**src/tqws_pkg.sv**
```systemverilog
`default_nettype none

package tqws_pkg;

   localparam int ID_W    = 37;
   localparam int OP_W    = 2;
   localparam int BURST_W = 4;
   localparam int STAT_W  = 2;

   localparam logic [BURST_W-1:0] BURST_RESET = 4'd3;

   localparam logic [OP_W-1:0] OP_ENQ_NORMAL   = 2'd0;
   localparam logic [OP_W-1:0] OP_ENQ_PRIORITY = 2'd1;
   localparam int              OP_SERVE_BIT    = 1;

   localparam logic [STAT_W-1:0] STATUS_ENQUEUED = 2'd0;
   localparam logic [STAT_W-1:0] STATUS_SERVED   = 2'd1;
   localparam logic [STAT_W-1:0] STATUS_EMPTY    = 2'd2;
   localparam logic [STAT_W-1:0] STATUS_DROPPED  = 2'd3;

   typedef struct packed {
      logic [OP_W-1:0] operation;
      logic [ID_W-1:0] id_value;
   } req_type;

   typedef struct packed {
      logic [ID_W-1:0]   served_id;
      logic              served_queue;
      logic [STAT_W-1:0] status;
   } rsp_type;

   typedef struct packed {
      logic push_normal;
      logic push_priority;
      logic pop_normal;
      logic pop_priority;
      logic dropped;
      logic empty;
   } decision_type;

   typedef enum logic {
      ST_IDLE,
      ST_READ
   } state_type;

endpackage

`default_nettype wire

```
**src/two_queue_weighted_scheduler_top.sv**
```systemverilog
// Two-queue weighted scheduler: a normal and a priority FIFO of 37-bit identifiers.
// Request channel (req_valid/req_ready, req_payload): operation 0 enqueues into the
// normal queue, 1 into the priority queue, 2 or 3 serves the next identifier.
// Response channel (rsp_valid/rsp_ready, rsp_payload): one beat per request with
// served_id, served_queue and status (enqueued, served, both empty, full and dropped).
// csr_write_en/csr_write_data set the burst: after that many serves the priority
// head is taken next; write it only while no request is in flight.
// Enqueues and failed serves give their response beat in the cycle after acceptance;
// a successful serve first does the registered read of the queue memory (ST_READ),
// then loads the response register. A new request is taken once the response
// register is free or drains in the same cycle, and not while a serve is in ST_READ.
// A stalled receiver holds the response beat and blocks further requests.
// Synchronous reset empties both queues, clears the service counter and sets the
// burst to 3; queue memory contents are not cleared.
`default_nettype none

module two_queue_weighted_scheduler_top
   import tqws_pkg::*;
#(
   parameter int QUEUE_DEPTH = 16
) (
   input  wire logic               clock,
   input  wire logic               reset,
   input  wire logic               req_valid,
   output logic                    req_ready,
   input  wire req_type            req_payload,
   output logic                    rsp_valid,
   input  wire logic               rsp_ready,
   output rsp_type                 rsp_payload,
   input  wire logic               csr_write_en,
   input  wire logic [BURST_W-1:0] csr_write_data
);

   localparam int PTR_W = $clog2(QUEUE_DEPTH);

   state_type          state_ff, state_in;
   logic               rsp_valid_ff, rsp_valid_in;
   rsp_type            rsp_ff, rsp_in;
   logic               queue_ff, queue_in;
   logic               accept, load_direct, load_mem, go_read;
   decision_type       decision;
   logic [PTR_W-1:0]   n_head, n_tail, p_head, p_tail;
   logic [ID_W-1:0]    n_rd_data, p_rd_data;
   logic [STAT_W-1:0]  direct_status;

   tqws_sched #(.DEPTH(QUEUE_DEPTH)) u_sched (
      .clock          (clock),
      .reset          (reset),
      .csr_write_en   (csr_write_en),
      .csr_write_data (csr_write_data),
      .accept         (accept),
      .operation      (req_payload.operation),
      .decision       (decision),
      .normal_head    (n_head),
      .normal_tail    (n_tail),
      .priority_head  (p_head),
      .priority_tail  (p_tail)
   );

   tqws_ram #(.DEPTH(QUEUE_DEPTH), .WIDTH(ID_W)) u_normal_ram (
      .clock   (clock),
      .wr_en   (accept && decision.push_normal),
      .wr_addr (n_tail),
      .wr_data (req_payload.id_value),
      .rd_en   (accept && decision.pop_normal),
      .rd_addr (n_head),
      .rd_data (n_rd_data)
   );

   tqws_ram #(.DEPTH(QUEUE_DEPTH), .WIDTH(ID_W)) u_priority_ram (
      .clock   (clock),
      .wr_en   (accept && decision.push_priority),
      .wr_addr (p_tail),
      .wr_data (req_payload.id_value),
      .rd_en   (accept && decision.pop_priority),
      .rd_addr (p_head),
      .rd_data (p_rd_data)
   );

   always_comb begin
      case (state_ff)
         ST_IDLE: begin
            req_ready = !rsp_valid_ff || rsp_ready;
         end
         ST_READ: begin
            req_ready = 1'b0;
         end
         default: begin
            req_ready = 1'b0;
         end
      endcase
      accept      = req_valid && req_ready;
      go_read     = accept && (decision.pop_normal || decision.pop_priority);
      load_direct = accept && !go_read;
      load_mem    = (state_ff == ST_READ);
   end

   always_comb begin
      case (state_ff)
         ST_IDLE: begin
            state_in = go_read ? ST_READ : ST_IDLE;
         end
         ST_READ: begin
            state_in = ST_IDLE;
         end
         default: begin
            state_in = ST_IDLE;
         end
      endcase
   end

   always_comb begin
      if (decision.empty) begin
         direct_status = STATUS_EMPTY;
      end else if (decision.dropped) begin
         direct_status = STATUS_DROPPED;
      end else begin
         direct_status = STATUS_ENQUEUED;
      end

      queue_in = go_read ? decision.pop_priority : queue_ff;

      rsp_in = rsp_ff;
      if (load_direct) begin
         rsp_in.served_id    = '0;
         rsp_in.served_queue = 1'b0;
         rsp_in.status       = direct_status;
      end else if (load_mem) begin
         rsp_in.served_id    = queue_ff ? p_rd_data : n_rd_data;
         rsp_in.served_queue = queue_ff;
         rsp_in.status       = STATUS_SERVED;
      end

      if (load_direct || load_mem) begin
         rsp_valid_in = 1'b1;
      end else if (rsp_ready) begin
         rsp_valid_in = 1'b0;
      end else begin
         rsp_valid_in = rsp_valid_ff;
      end
   end

   always_ff @(posedge clock) begin
      if (reset) begin
         state_ff     <= ST_IDLE;
         rsp_valid_ff <= 1'b0;
      end else begin
         state_ff     <= state_in;
         rsp_valid_ff <= rsp_valid_in;
      end
   end

   always_ff @(posedge clock) begin
      rsp_ff   <= rsp_in;
      queue_ff <= queue_in;
   end

   assign rsp_valid   = rsp_valid_ff;
   assign rsp_payload = rsp_ff;

`ifndef SYNTH
   a_read_slot_free: assert property (@(posedge clock) disable iff (reset)
      state_ff == ST_READ |-> !rsp_valid_ff)
      else $error("response register occupied during queue read");

   a_read_follows_serve: assert property (@(posedge clock) disable iff (reset)
      go_read |=> state_ff == ST_READ && rsp_valid_ff == 1'b0)
      else $error("serve did not enter read state");

   a_served_beat: assert property (@(posedge clock) disable iff (reset)
      state_ff == ST_READ |=> rsp_valid_ff && rsp_ff.status == STATUS_SERVED)
      else $error("served beat not presented after read");
`endif

endmodule

`default_nettype wire

```
**src/tqws_ram.sv**
```systemverilog
`default_nettype none

module tqws_ram
   import tqws_pkg::*;
#(
   parameter int  DEPTH  = 16,
   parameter int  WIDTH  = 37,
   localparam int ADDR_W = $clog2(DEPTH)
) (
   input  wire logic              clock,
   input  wire logic              wr_en,
   input  wire logic [ADDR_W-1:0] wr_addr,
   input  wire logic [WIDTH-1:0]  wr_data,
   input  wire logic              rd_en,
   input  wire logic [ADDR_W-1:0] rd_addr,
   output logic      [WIDTH-1:0]  rd_data
);

   logic [WIDTH-1:0] mem [DEPTH];
   logic [WIDTH-1:0] rd_data_ff;

   always_ff @(posedge clock) begin
      if (wr_en) begin
         mem[wr_addr] <= wr_data;
      end
   end

   always_ff @(posedge clock) begin
      if (rd_en) begin
         rd_data_ff <= mem[rd_addr];
      end
   end

   assign rd_data = rd_data_ff;

endmodule

`default_nettype wire

```
**src/tqws_sched.sv**
```systemverilog
`default_nettype none

module tqws_sched
   import tqws_pkg::*;
#(
   parameter int  DEPTH  = 16,
   localparam int PTR_W  = $clog2(DEPTH),
   localparam int CNT_W  = $clog2(DEPTH + 1)
) (
   input  wire logic               clock,
   input  wire logic               reset,
   input  wire logic               csr_write_en,
   input  wire logic [BURST_W-1:0] csr_write_data,
   input  wire logic               accept,
   input  wire logic [OP_W-1:0]    operation,
   output decision_type            decision,
   output logic      [PTR_W-1:0]   normal_head,
   output logic      [PTR_W-1:0]   normal_tail,
   output logic      [PTR_W-1:0]   priority_head,
   output logic      [PTR_W-1:0]   priority_tail
);

   logic [BURST_W-1:0] burst_ff, burst_in;
   logic [BURST_W-1:0] counter_ff, counter_in;
   logic [PTR_W-1:0]   n_head_ff, n_head_in, n_tail_ff, n_tail_in;
   logic [PTR_W-1:0]   p_head_ff, p_head_in, p_tail_ff, p_tail_in;
   logic [CNT_W-1:0]   n_count_ff, n_count_in, p_count_ff, p_count_in;
   logic               is_serve, n_empty, p_empty, n_full, p_full, take_priority;
   logic [BURST_W-1:0] counter_base;

   function automatic logic [PTR_W-1:0] wrap_inc(input logic [PTR_W-1:0] ptr);
      if (ptr == PTR_W'(DEPTH - 1)) begin
         return '0;
      end
      return ptr + 1'b1;
   endfunction

   always_comb begin
      is_serve      = operation[OP_SERVE_BIT];
      n_empty       = (n_count_ff == '0);
      p_empty       = (p_count_ff == '0);
      n_full        = (n_count_ff == CNT_W'(DEPTH));
      p_full        = (p_count_ff == CNT_W'(DEPTH));
      take_priority = !p_empty && ((counter_ff >= burst_ff) || n_empty);

      decision.push_normal   = !is_serve && (operation == OP_ENQ_NORMAL) && !n_full;
      decision.push_priority = !is_serve && (operation == OP_ENQ_PRIORITY) && !p_full;
      decision.dropped       = !is_serve && ((operation == OP_ENQ_NORMAL) ? n_full : p_full);
      decision.empty         = is_serve && n_empty && p_empty;
      decision.pop_priority  = is_serve && take_priority;
      decision.pop_normal    = is_serve && !take_priority && !n_empty;
   end

   always_comb begin
      burst_in   = csr_write_en ? csr_write_data : burst_ff;
      n_head_in  = n_head_ff;
      n_tail_in  = n_tail_ff;
      n_count_in = n_count_ff;
      p_head_in  = p_head_ff;
      p_tail_in  = p_tail_ff;
      p_count_in = p_count_ff;
      counter_in = counter_ff;
      counter_base = decision.pop_priority ? '0 : counter_ff;
      if (accept) begin
         if (decision.push_normal) begin
            n_tail_in  = wrap_inc(n_tail_ff);
            n_count_in = n_count_ff + 1'b1;
         end
         if (decision.push_priority) begin
            p_tail_in  = wrap_inc(p_tail_ff);
            p_count_in = p_count_ff + 1'b1;
         end
         if (decision.pop_normal) begin
            n_head_in  = wrap_inc(n_head_ff);
            n_count_in = n_count_ff - 1'b1;
         end
         if (decision.pop_priority) begin
            p_head_in  = wrap_inc(p_head_ff);
            p_count_in = p_count_ff - 1'b1;
         end
         if (decision.pop_normal || decision.pop_priority) begin
            counter_in = (counter_base >= burst_ff) ? burst_ff : counter_base + 1'b1;
         end
      end
   end

   always_ff @(posedge clock) begin
      if (reset) begin
         burst_ff   <= BURST_RESET;
         counter_ff <= '0;
         n_head_ff  <= '0;
         n_tail_ff  <= '0;
         n_count_ff <= '0;
         p_head_ff  <= '0;
         p_tail_ff  <= '0;
         p_count_ff <= '0;
      end else begin
         burst_ff   <= burst_in;
         counter_ff <= counter_in;
         n_head_ff  <= n_head_in;
         n_tail_ff  <= n_tail_in;
         n_count_ff <= n_count_in;
         p_head_ff  <= p_head_in;
         p_tail_ff  <= p_tail_in;
         p_count_ff <= p_count_in;
      end
   end

   assign normal_head   = n_head_ff;
   assign normal_tail   = n_tail_ff;
   assign priority_head = p_head_ff;
   assign priority_tail = p_tail_ff;

`ifndef SYNTH
   a_count_bound: assert property (@(posedge clock) disable iff (reset)
      (n_count_ff <= CNT_W'(DEPTH)) && (p_count_ff <= CNT_W'(DEPTH)))
      else $error("queue occupancy above depth");

   a_counter_clamp: assert property (@(posedge clock) disable iff (reset)
      accept && (decision.pop_normal || decision.pop_priority) && !csr_write_en
      |=> counter_ff <= burst_ff)
      else $error("service counter above burst after a serve");

   a_pop_normal: assert property (@(posedge clock) disable iff (reset)
      accept && decision.pop_normal |=> n_count_ff == $past(n_count_ff) - 1'b1)
      else $error("normal occupancy not decremented on serve");

   a_prio_counter: assert property (@(posedge clock) disable iff (reset)
      accept && decision.pop_priority |=> counter_ff <= 4'd1)
      else $error("service counter not restarted on priority serve");
`endif

endmodule

`default_nettype wire
```
**config.mk**
```make
export PLATFORM = sky130hd
export DESIGN_NAME = two_queue_weighted_scheduler_top
export DESIGN_NICKNAME = d
export VERILOG_FILES = /design/src/tqws_pkg.sv /design/src/two_queue_weighted_scheduler_top.sv /design/src/tqws_ram.sv /design/src/tqws_sched.sv
export SDC_FILE = /design/constraint.sdc
export NUM_CORES = 1
export LEC_CHECK = 0
export BUFFER_PORTS_ARGS = -buffer_cell sky130_fd_sc_hd__buf_4
export CORE_ASPECT_RATIO = 0.75
export CORE_UTILIZATION = 25
export DETAILED_ROUTE_END_ITERATION = 8
export GPL_ROUTABILITY_DRIVEN = 1
export PLACE_DENSITY = 0.5
export REMOVE_ABC_BUFFERS = 1
export SETUP_SLACK_MARGIN = 0.2
export SLEW_MARGIN = 20
export SYNTH_ARGS = -nofsm -noshare
export SYNTH_HDL_FRONTEND = slang
export SYNTH_HIERARCHICAL = 1
export SYNTH_SLANG_ARGS = --single-unit
```
**constraint.sdc**
```tcl
create_clock -name clock -period 5 [get_ports clock]
set_clock_uncertainty 0.1 [all_clocks]
set_input_delay 0.5 -clock clock [delete_from_list [all_inputs] [get_ports clock]]
set_output_delay 0.5 -clock clock [all_outputs]
set_load 0.03 [all_outputs]
```
==> results.toml, run 1 <==
[cts]
total_cts_buffers = 119
root_driver = "sky130_fd_sc_hd__clkbuf_16"
clock_latency_ns = 0.74
cts_tree = "done"
number_of_resized_instances_in_the_post_cts_repair_step = 0
cts.sink_count = 1335
post-cts-setup-buffers = 0
cts.reportedPaths.clkPinSlew_ns = 0.07
ctsHtreeMaxLevel = 3
cts-root-to-sink-buffers = 3

[logic_synthesis]
synth.most_common_cell = "sky130_fd_sc_hd__edfxtp_1"
synth.lib_cells_used.distinct = 64
synthCells = 2350
syn_area_per_cell_um2 = 21.6
synth-warning-count = 6
synth_edf_count = 1261
ys_top_cells_by_count = "sky130_fd_sc_hd__edfxtp_1, sky130_fd_sc_hd__mux4_2, sky130_fd_sc_hd__a22oi_1, sky130_fd_sc_hd__nand2_1, sky130_fd_sc_hd__nor2_1"
dominantRegCellSynth = "sky130_fd_sc_hd__edfxtp_1"
post-synth-top-area-fraction_pct = 74.8
synth_seq_area_share_pct = 77.7
async_flop_share_pct = 0
synth.top_cells.by_area = "sky130_fd_sc_hd__edfxtp_1, sky130_fd_sc_hd__mux4_2, sky130_fd_sc_hd__dfxtp_1"
cell_area_after_technology_mapping_um2 = 50600
synthDominantAreaCellType = "sky130_fd_sc_hd__edfxtp_1"
synth-seq-cells = 1335

[setup_path]
crit_path_cell_trace = "inv_1 > ha_1 > and2_4 > a221o_1 > o311ai_4 > nand2_1 > ha_1 > nand2b_1 > a21oi_1 > nor2_1 > a221oi_4 > mux2i_1 > o21ai_1"
critPathRequiredTime_ns = 5.52
crit_path_max_incr_delay_ns = 0.49
crit_fanout = 6
critPathKind = "reg -> reg"
worst_path_max_delay_cell = "sky130_fd_sc_hd__o311ai_4"
cp_data_arrival_time_ns = 4.19
crit_family = "compound AO/OA/AOI/OAI gates"
worstSetupStartpointType = "flip-flop"
worst_path_most_repeated_cell = "sky130_fd_sc_hd__ha_1"
timing.critical_path.to_type = "flip-flop"
critPathBufInv = 1

[timing]
final_max_slew_viol_count = 0
grt_setup_unrepaired = "false"
timing.slew.headroom_pct = 29.2
setup_viol = 0
totalNegativeSetupSlack_ns = 0
fmaxAchievable_mhz = 273
worst_pin_slew_ns = 1.06
layout_min_cycle_time_ns = 3.67
final_hold_viol_count = 0
final_critical_path_setup_slack_ns = 1.33
final.period_utilization_pct = 73.4

[routing]
route.vias.total = 24150
routedWlPerCell_um = 24.0
ant_nets = 0
first_pass_iters = 5
routed_wl_mm = 127
initial_drt_markers = 2252
drc = 0
post_drt_via_cell_ratio = 4.56

[global_routing]
wire_length_of_the_first_global_routing_pass_mm = 182
gr-usage-all-layers_pct = 12.3
maximum_number_of_pins_on_one_net_before_global_route_repair = 50
globalRoute.totalOverflow = 0
first_global_vias = 24203
antenna_found_initial = 1

[place]
placer_s_final_routability_congestion_estimate = 0.728
port_buffers = 89
dpl_cell_area_um2 = 55100
place_hpwl_mm = 73.9
place_worst_setup_slack_ns = 1.34

[flow_run]
maxCapViolCount = 0

[floorplanning]
core_region_area_um2 = 201000
design.portCount = 90
initial_core_util_pct = 25.2
num_rows = 142
die_area_um2 = 204000
die_w_um = 522
die_height_um = 392

[pwr]
max-vdd-ir-drop_mv = 0.255
totalPowerFinal_mw = 23.6
internal_power_mw = 18.3
net_switching_component_of_the_power_mw = 5.33
combPwrFrac_pct = 7.4
power.leakage_nw = 17.9
cellPowerDensity_nw_per_um2 = 400
power.share.sequential_pct = 53.4
p_clk_share_pct = 39.2
p_sw_share_pct = 22.6

[worst_hold_path]
worst_hold_path_type = "in -> reg"

[layout]
area_delta_synth_final_pct = 16.6
share_of_final_layout_standard_cells_stronger_than_drive_strength_1_pct = 26.7
layout.core_utilization_pct = 29.5
num-nets-final = 2599
final_design_area_no_fill_um2 = 59100

[outcome]
status = "completed"
[power groups by stage]
stage          combinational, mW  clock (mW)  sequential [mW]
6_report                    1.75        9.26             12.6
3_5_place_dp                1.79           0             12.9
4_1_cts                     1.80        9.50             12.6
2_1_floorplan              0.924           0             13.1
3_3_place_gp                1.79           0             12.8
5_1_grt                     1.91        9.90             12.6
[state kept, by name (all words and copies together) (netlist names)]
signal                  flops
u_sched/n_count_ff          5
load_mem                    1
u_sched/normal_head         4
rsp_payload                40
u_sched/p_count_ff          5
rsp_valid                   1
u_sched/priority_head       4
u_normal_ram/mem          592
u_sched/counter_ff          4
queue_ff                    1
u_priority_ram/rd_data     37
u_normal_ram/rd_data       37
u_sched/priority_tail       4
u_priority_ram/mem        592
u_sched/normal_tail         4
u_sched/burst_ff            4
[repair_timing]
item	CTS	global route
endpoints found under the setup margin	0	0
hold buffers	10	0
hold endpoints to repair	5	0
[layer usage]
metal  track usage, %  share of wire [%]  routed length, µm
met5                0                  0                  0
met4             2.39                1.6               2060
met2             17.7                 43              54300
met3             2.45                6.0               7560
met1             19.2                 50              63100
[worst paths after layout]
check | from | to | slack, ns | cells after the start
setup / recovery | u_sched/burst_ff[2] | u_sched/counter_ff[1] | 1.33 | 13
hold / removal | req_payload[22] | u_priority_ram/mem[8][22] | 0.07 | 1
setup reg to reg | u_sched/burst_ff[2] | u_sched/counter_ff[1] | 1.33 | 13
hold reg to reg | rsp_payload[3] | rsp_payload[3] | 0.39 | 2
[cell usage in the layout (no fill, tap or decap), types with 6 or more instances in the layout]
cell                            netlist  routed
sky130_fd_sc_hd__edfxtp_1          1261    1261
sky130_fd_sc_hd__mux4_2             296     296
sky130_fd_sc_hd__buf_4               18     158
sky130_fd_sc_hd__a22oi_1            148     148
sky130_fd_sc_hd__clkbuf_16            0     121
sky130_fd_sc_hd__nand2_1             99      99
sky130_fd_sc_hd__dfxtp_1             74      69
sky130_fd_sc_hd__nor2_1              93      67
sky130_fd_sc_hd__mux2i_1             54      54
sky130_fd_sc_hd__a211oi_1            42      42
sky130_fd_sc_hd__nor2_4               1      27
sky130_fd_sc_hd__clkinv_1             0      27
sky130_fd_sc_hd__clkbuf_1            48      26
sky130_fd_sc_hd__a21oi_1             18      18
sky130_fd_sc_hd__ha_1                18      18
sky130_fd_sc_hd__clkinv_2             0      17
sky130_fd_sc_hd__buf_12               0      13
sky130_fd_sc_hd__inv_1               12      12
sky130_fd_sc_hd__bufinv_16            0      11
sky130_fd_sc_hd__dlygate4sd3_1        0      10
sky130_fd_sc_hd__nor3_2               1       9
sky130_fd_sc_hd__clkbuf_8             0       8
sky130_fd_sc_hd__nand2b_1             8       8
sky130_fd_sc_hd__xnor2_1              8       8
sky130_fd_sc_hd__and2_1              10       6
[per-stage QoR]
| step | hold slack [ns] | cells |
|---|---|---|
| 2_1_floorplan | 0.354 | 2229 |
| 3_3_place_gp | 0.376 | 5064 |
| 3_5_place_dp | 0.379 | 5064 |
| 5_1_grt | 0.0310 | 5297 |
| 6_report | 0.0715 | 5299 |
| 4_1_cts | 0.00955 | 5297 |
[cell families after synthesis]
logic type / count (synthesis) / synth area share, %
AO/OA/AOI/OAI: 239 / 3.56
buffers and inverters: 134 / 1.42
XOR/XNOR: 12 / 0.208
AND/OR/NAND/NOR: 259 / 2.35
multiplexers: 351 / 14.3
flip-flops: 1335 / 77.7
adder cells (fa/ha/maj): 20 / 0.524
[cell type report]
| class | instances | area (µm²) |
|---|---|---|
| antenna | 2 | 5.00 |
| sequential | 1335 | 39400 |
| multi-input combinational | 881 | 10900 |
| clock buffer | 155 | 3240 |
| timing repair buffer | 181 | 1550 |
| fill | 19343 | 142000 |
| tap | 2664 | 3330 |
| clock inverter | 68 | 673 |
| inverter | 13 | 48.8 |
Note: power is estimated with default switching activity, not from simulation.
==> run 2: changes to the inputs <==
==> constraint.sdc (replaced) <==
create_clock -name clock -period 3.3 [get_ports clock]
set_clock_uncertainty 0.1 [all_clocks]
set_input_delay 0.33 -clock clock [delete_from_list [all_inputs] [get_ports clock]]
set_output_delay 0.33 -clock clock [all_outputs]
set_load 0.03 [all_outputs]
==> run 2 against run 1 <==
Sequential power increased by 52%. Sequential share of layout area decreased by 2.2 points. Global-route usage is 0.58 points higher. Register-to-register slack worse by 1.1 ns. Non-clock buffer count up 112. Largest cell class unchanged. Highest routed layer unchanged.
==> results.toml, run 2 (synthesis results as in run 1) <==
[outcome]
status = "completed"

[timing]
setup_viol = 0
grt_setup_unrepaired = "true"
final_hold_viol_count = 0
layout_min_cycle_time_ns = 3.07
worst_pin_slew_ns = 1.10
final_critical_path_setup_slack_ns = 0.232
timing.slew.headroom_pct = 26.8
final.period_utilization_pct = 93.0
fmaxAchievable_mhz = 326
final_max_slew_viol_count = 0

[routing]
routedLengthMet1_mm = 64.1
post_drt_via_cell_ratio = 4.55
routedWlPerCell_um = 24.4
drc = 0
wl_met2_mm = 58.6
ant_nets = 0
wl_met3_mm = 8.01
route.top_layer_used = "met4"
initial_drt_markers = 2499
first_pass_iters = 7
routed_wl_mm = 132
route.vias.total = 24690

[layout]
mostFrequentLayoutCell = "sky130_fd_sc_hd__edfxtp_1"
most-common-layout-cells = "sky130_fd_sc_hd__edfxtp_1, sky130_fd_sc_hd__mux4_2, sky130_fd_sc_hd__buf_4"
area_of_combinational_cells_with_multiple_inputs_um2 = 11000
final_cell_count_without_fillers = 5422
final_design_area_no_fill_um2 = 61100
share_of_final_layout_standard_cells_stronger_than_drive_strength_1_pct = 29.5
layout.core_utilization_pct = 30.4
seq_area_um2 = 39400
area_delta_synth_final_pct = 20.6
fillCellCount = 19300
num-nets-final = 2725

[global_routing]
wire_length_of_the_first_global_routing_pass_mm = 189
first_global_vias = 25177
maximum_number_of_pins_on_one_net_before_global_route_repair = 80
globalRoute.totalOverflow = 0
gr-usage-all-layers_pct = 12.9
antenna_found_initial = 4

[setup_path]
critPathRequiredTime_ns = 3.86
r2r_setup_slack_ns = 0.23
critPathKind = "reg -> reg"
crit_fanout = 3
worstSetupStartpointType = "flip-flop"
timing.critical_path.to_type = "flip-flop"
cp_data_arrival_time_ns = 3.63

[place]
placer_s_final_routability_congestion_estimate = 0.742
place_worst_setup_slack_ns = -0.104
numPlacedInstances = 5125
place_hpwl_mm = 78.6
dpl_cell_area_um2 = 56100
port_buffers = 89

[cts]
clock_latency_ns = 0.75
total_cts_buffers = 133
cts-root-to-sink-buffers = 3
ctsHtreeMaxLevel = 4
cts.sink_count = 1335
root_driver = "sky130_fd_sc_hd__clkbuf_16"
cts.reportedPaths.clkPinSlew_ns = 0.06
cts_tree = "done"

[floorplanning]
die_height_um = 392
die_w_um = 522
initial_core_util_pct = 25.2
die_area_um2 = 204000
core_region_area_um2 = 201000
num_rows = 142
design.portCount = 90

[pwr]
power.leakage_nw = 18.7
totalPowerFinal_mw = 36.9
cellPowerDensity_nw_per_um2 = 604
max-vdd-ir-drop_mv = 0.361

[worst_hold_path]
worst_hold_path_type = "in -> reg"

[flow_run]
maxCapViolCount = 0
## run 2: cell count changes in the layout (fill, tap and decap cells not counted), moves of 5 or more
cell,change
sky130_fd_sc_hd__ha_4,+5
sky130_fd_sc_hd__clkbuf_8,-8
sky130_fd_sc_hd__clkbuf_16,+15
sky130_fd_sc_hd__buf_4,+18
sky130_fd_sc_hd__dlygate4sd3_1,+42
sky130_fd_sc_hd__clkbuf_1,-7
sky130_fd_sc_hd__ha_1,-6
sky130_fd_sc_hd__buf_12,+49
## run 2: per-layer routing
layer  vias up  GRT usage (%)
met5         -              0
met1     13354           19.7
met2       748           19.2
li1      10466              -
met3       122           2.18
met4         0           2.63
## run 2: where the power goes
| group | total, mW | internal (mW) | switching (mW) |
|---|---|---|---|
| Sequential | 19.1 | 18.8 | 0.249 |
| Combinational | 2.95 | 1.30 | 1.66 |
| Clock | 14.8 | 8.36 | 6.48 |
| Total | 36.9 | 28.5 | 8.39 |
## run 2: area by class of cell
| type | count | area share (%) |
|---|---|---|
| tap | 2664 | 5.46 |
| inverter | 13 | 0.0799 |
| clock inverter | 80 | 1.20 |
| clock buffer | 155 | 5.69 |
| antenna | 1 | 0.00410 |
| timing repair buffer | 293 | 5.10 |
| sequential | 1335 | 64.5 |
| multi-input combinational | 881 | 18.0 |
## run 2: metrics by stage
step | TNS, ns | hold WS, ns
after CTS | 0 | 0.103
after global placement | -0.396 | 0.382
after detailed placement | -0.373 | 0.376
final | 0 | 0.169
after floorplan | -1617.66 | 0.299
after global routing | 0 | 0.161
## run 2: repair_timing
action	in CTS	in global routing
setup buffers	9	0
cloned	0	0
hold endpoints to repair	1216	0
endpoints found under the setup margin	14	27
pin swaps	8	4
hold buffers	52	0
gates resized for setup	17	9
## run 2: final timing paths
path / start / end / cells after the start
setup / recovery: u_sched/burst_ff[2] / u_sched/counter_ff[2] / 18
hold / removal: req_payload[37] / rsp_payload[0] / 6
hold reg to reg: rsp_payload[9] / rsp_payload[9] / 2
setup reg to reg: u_sched/burst_ff[2] / u_sched/counter_ff[2] / 18
## run 2: critical path, cell delays in order (launching register included)
cell and delay (ns):
sky130_fd_sc_hd__dfxtp_2 0.33, sky130_fd_sc_hd__inv_2 0.05, sky130_fd_sc_hd__ha_4 0.22, sky130_fd_sc_hd__and2_4 0.15, sky130_fd_sc_hd__buf_4 0.13, sky130_fd_sc_hd__and3_4 0.18, sky130_fd_sc_hd__o311ai_4 0.30, sky130_fd_sc_hd__nand2_1 0.11
sky130_fd_sc_hd__buf_4 0.15, sky130_fd_sc_hd__buf_4 0.12, sky130_fd_sc_hd__buf_4 0.12, sky130_fd_sc_hd__buf_4 0.12, sky130_fd_sc_hd__buf_4 0.12, sky130_fd_sc_hd__buf_4 0.12, sky130_fd_sc_hd__inv_1 0.06, sky130_fd_sc_hd__ha_2 0.20
sky130_fd_sc_hd__o21ai_0 0.09, sky130_fd_sc_hd__o311a_1 0.12, sky130_fd_sc_hd__o31ai_2 0.19
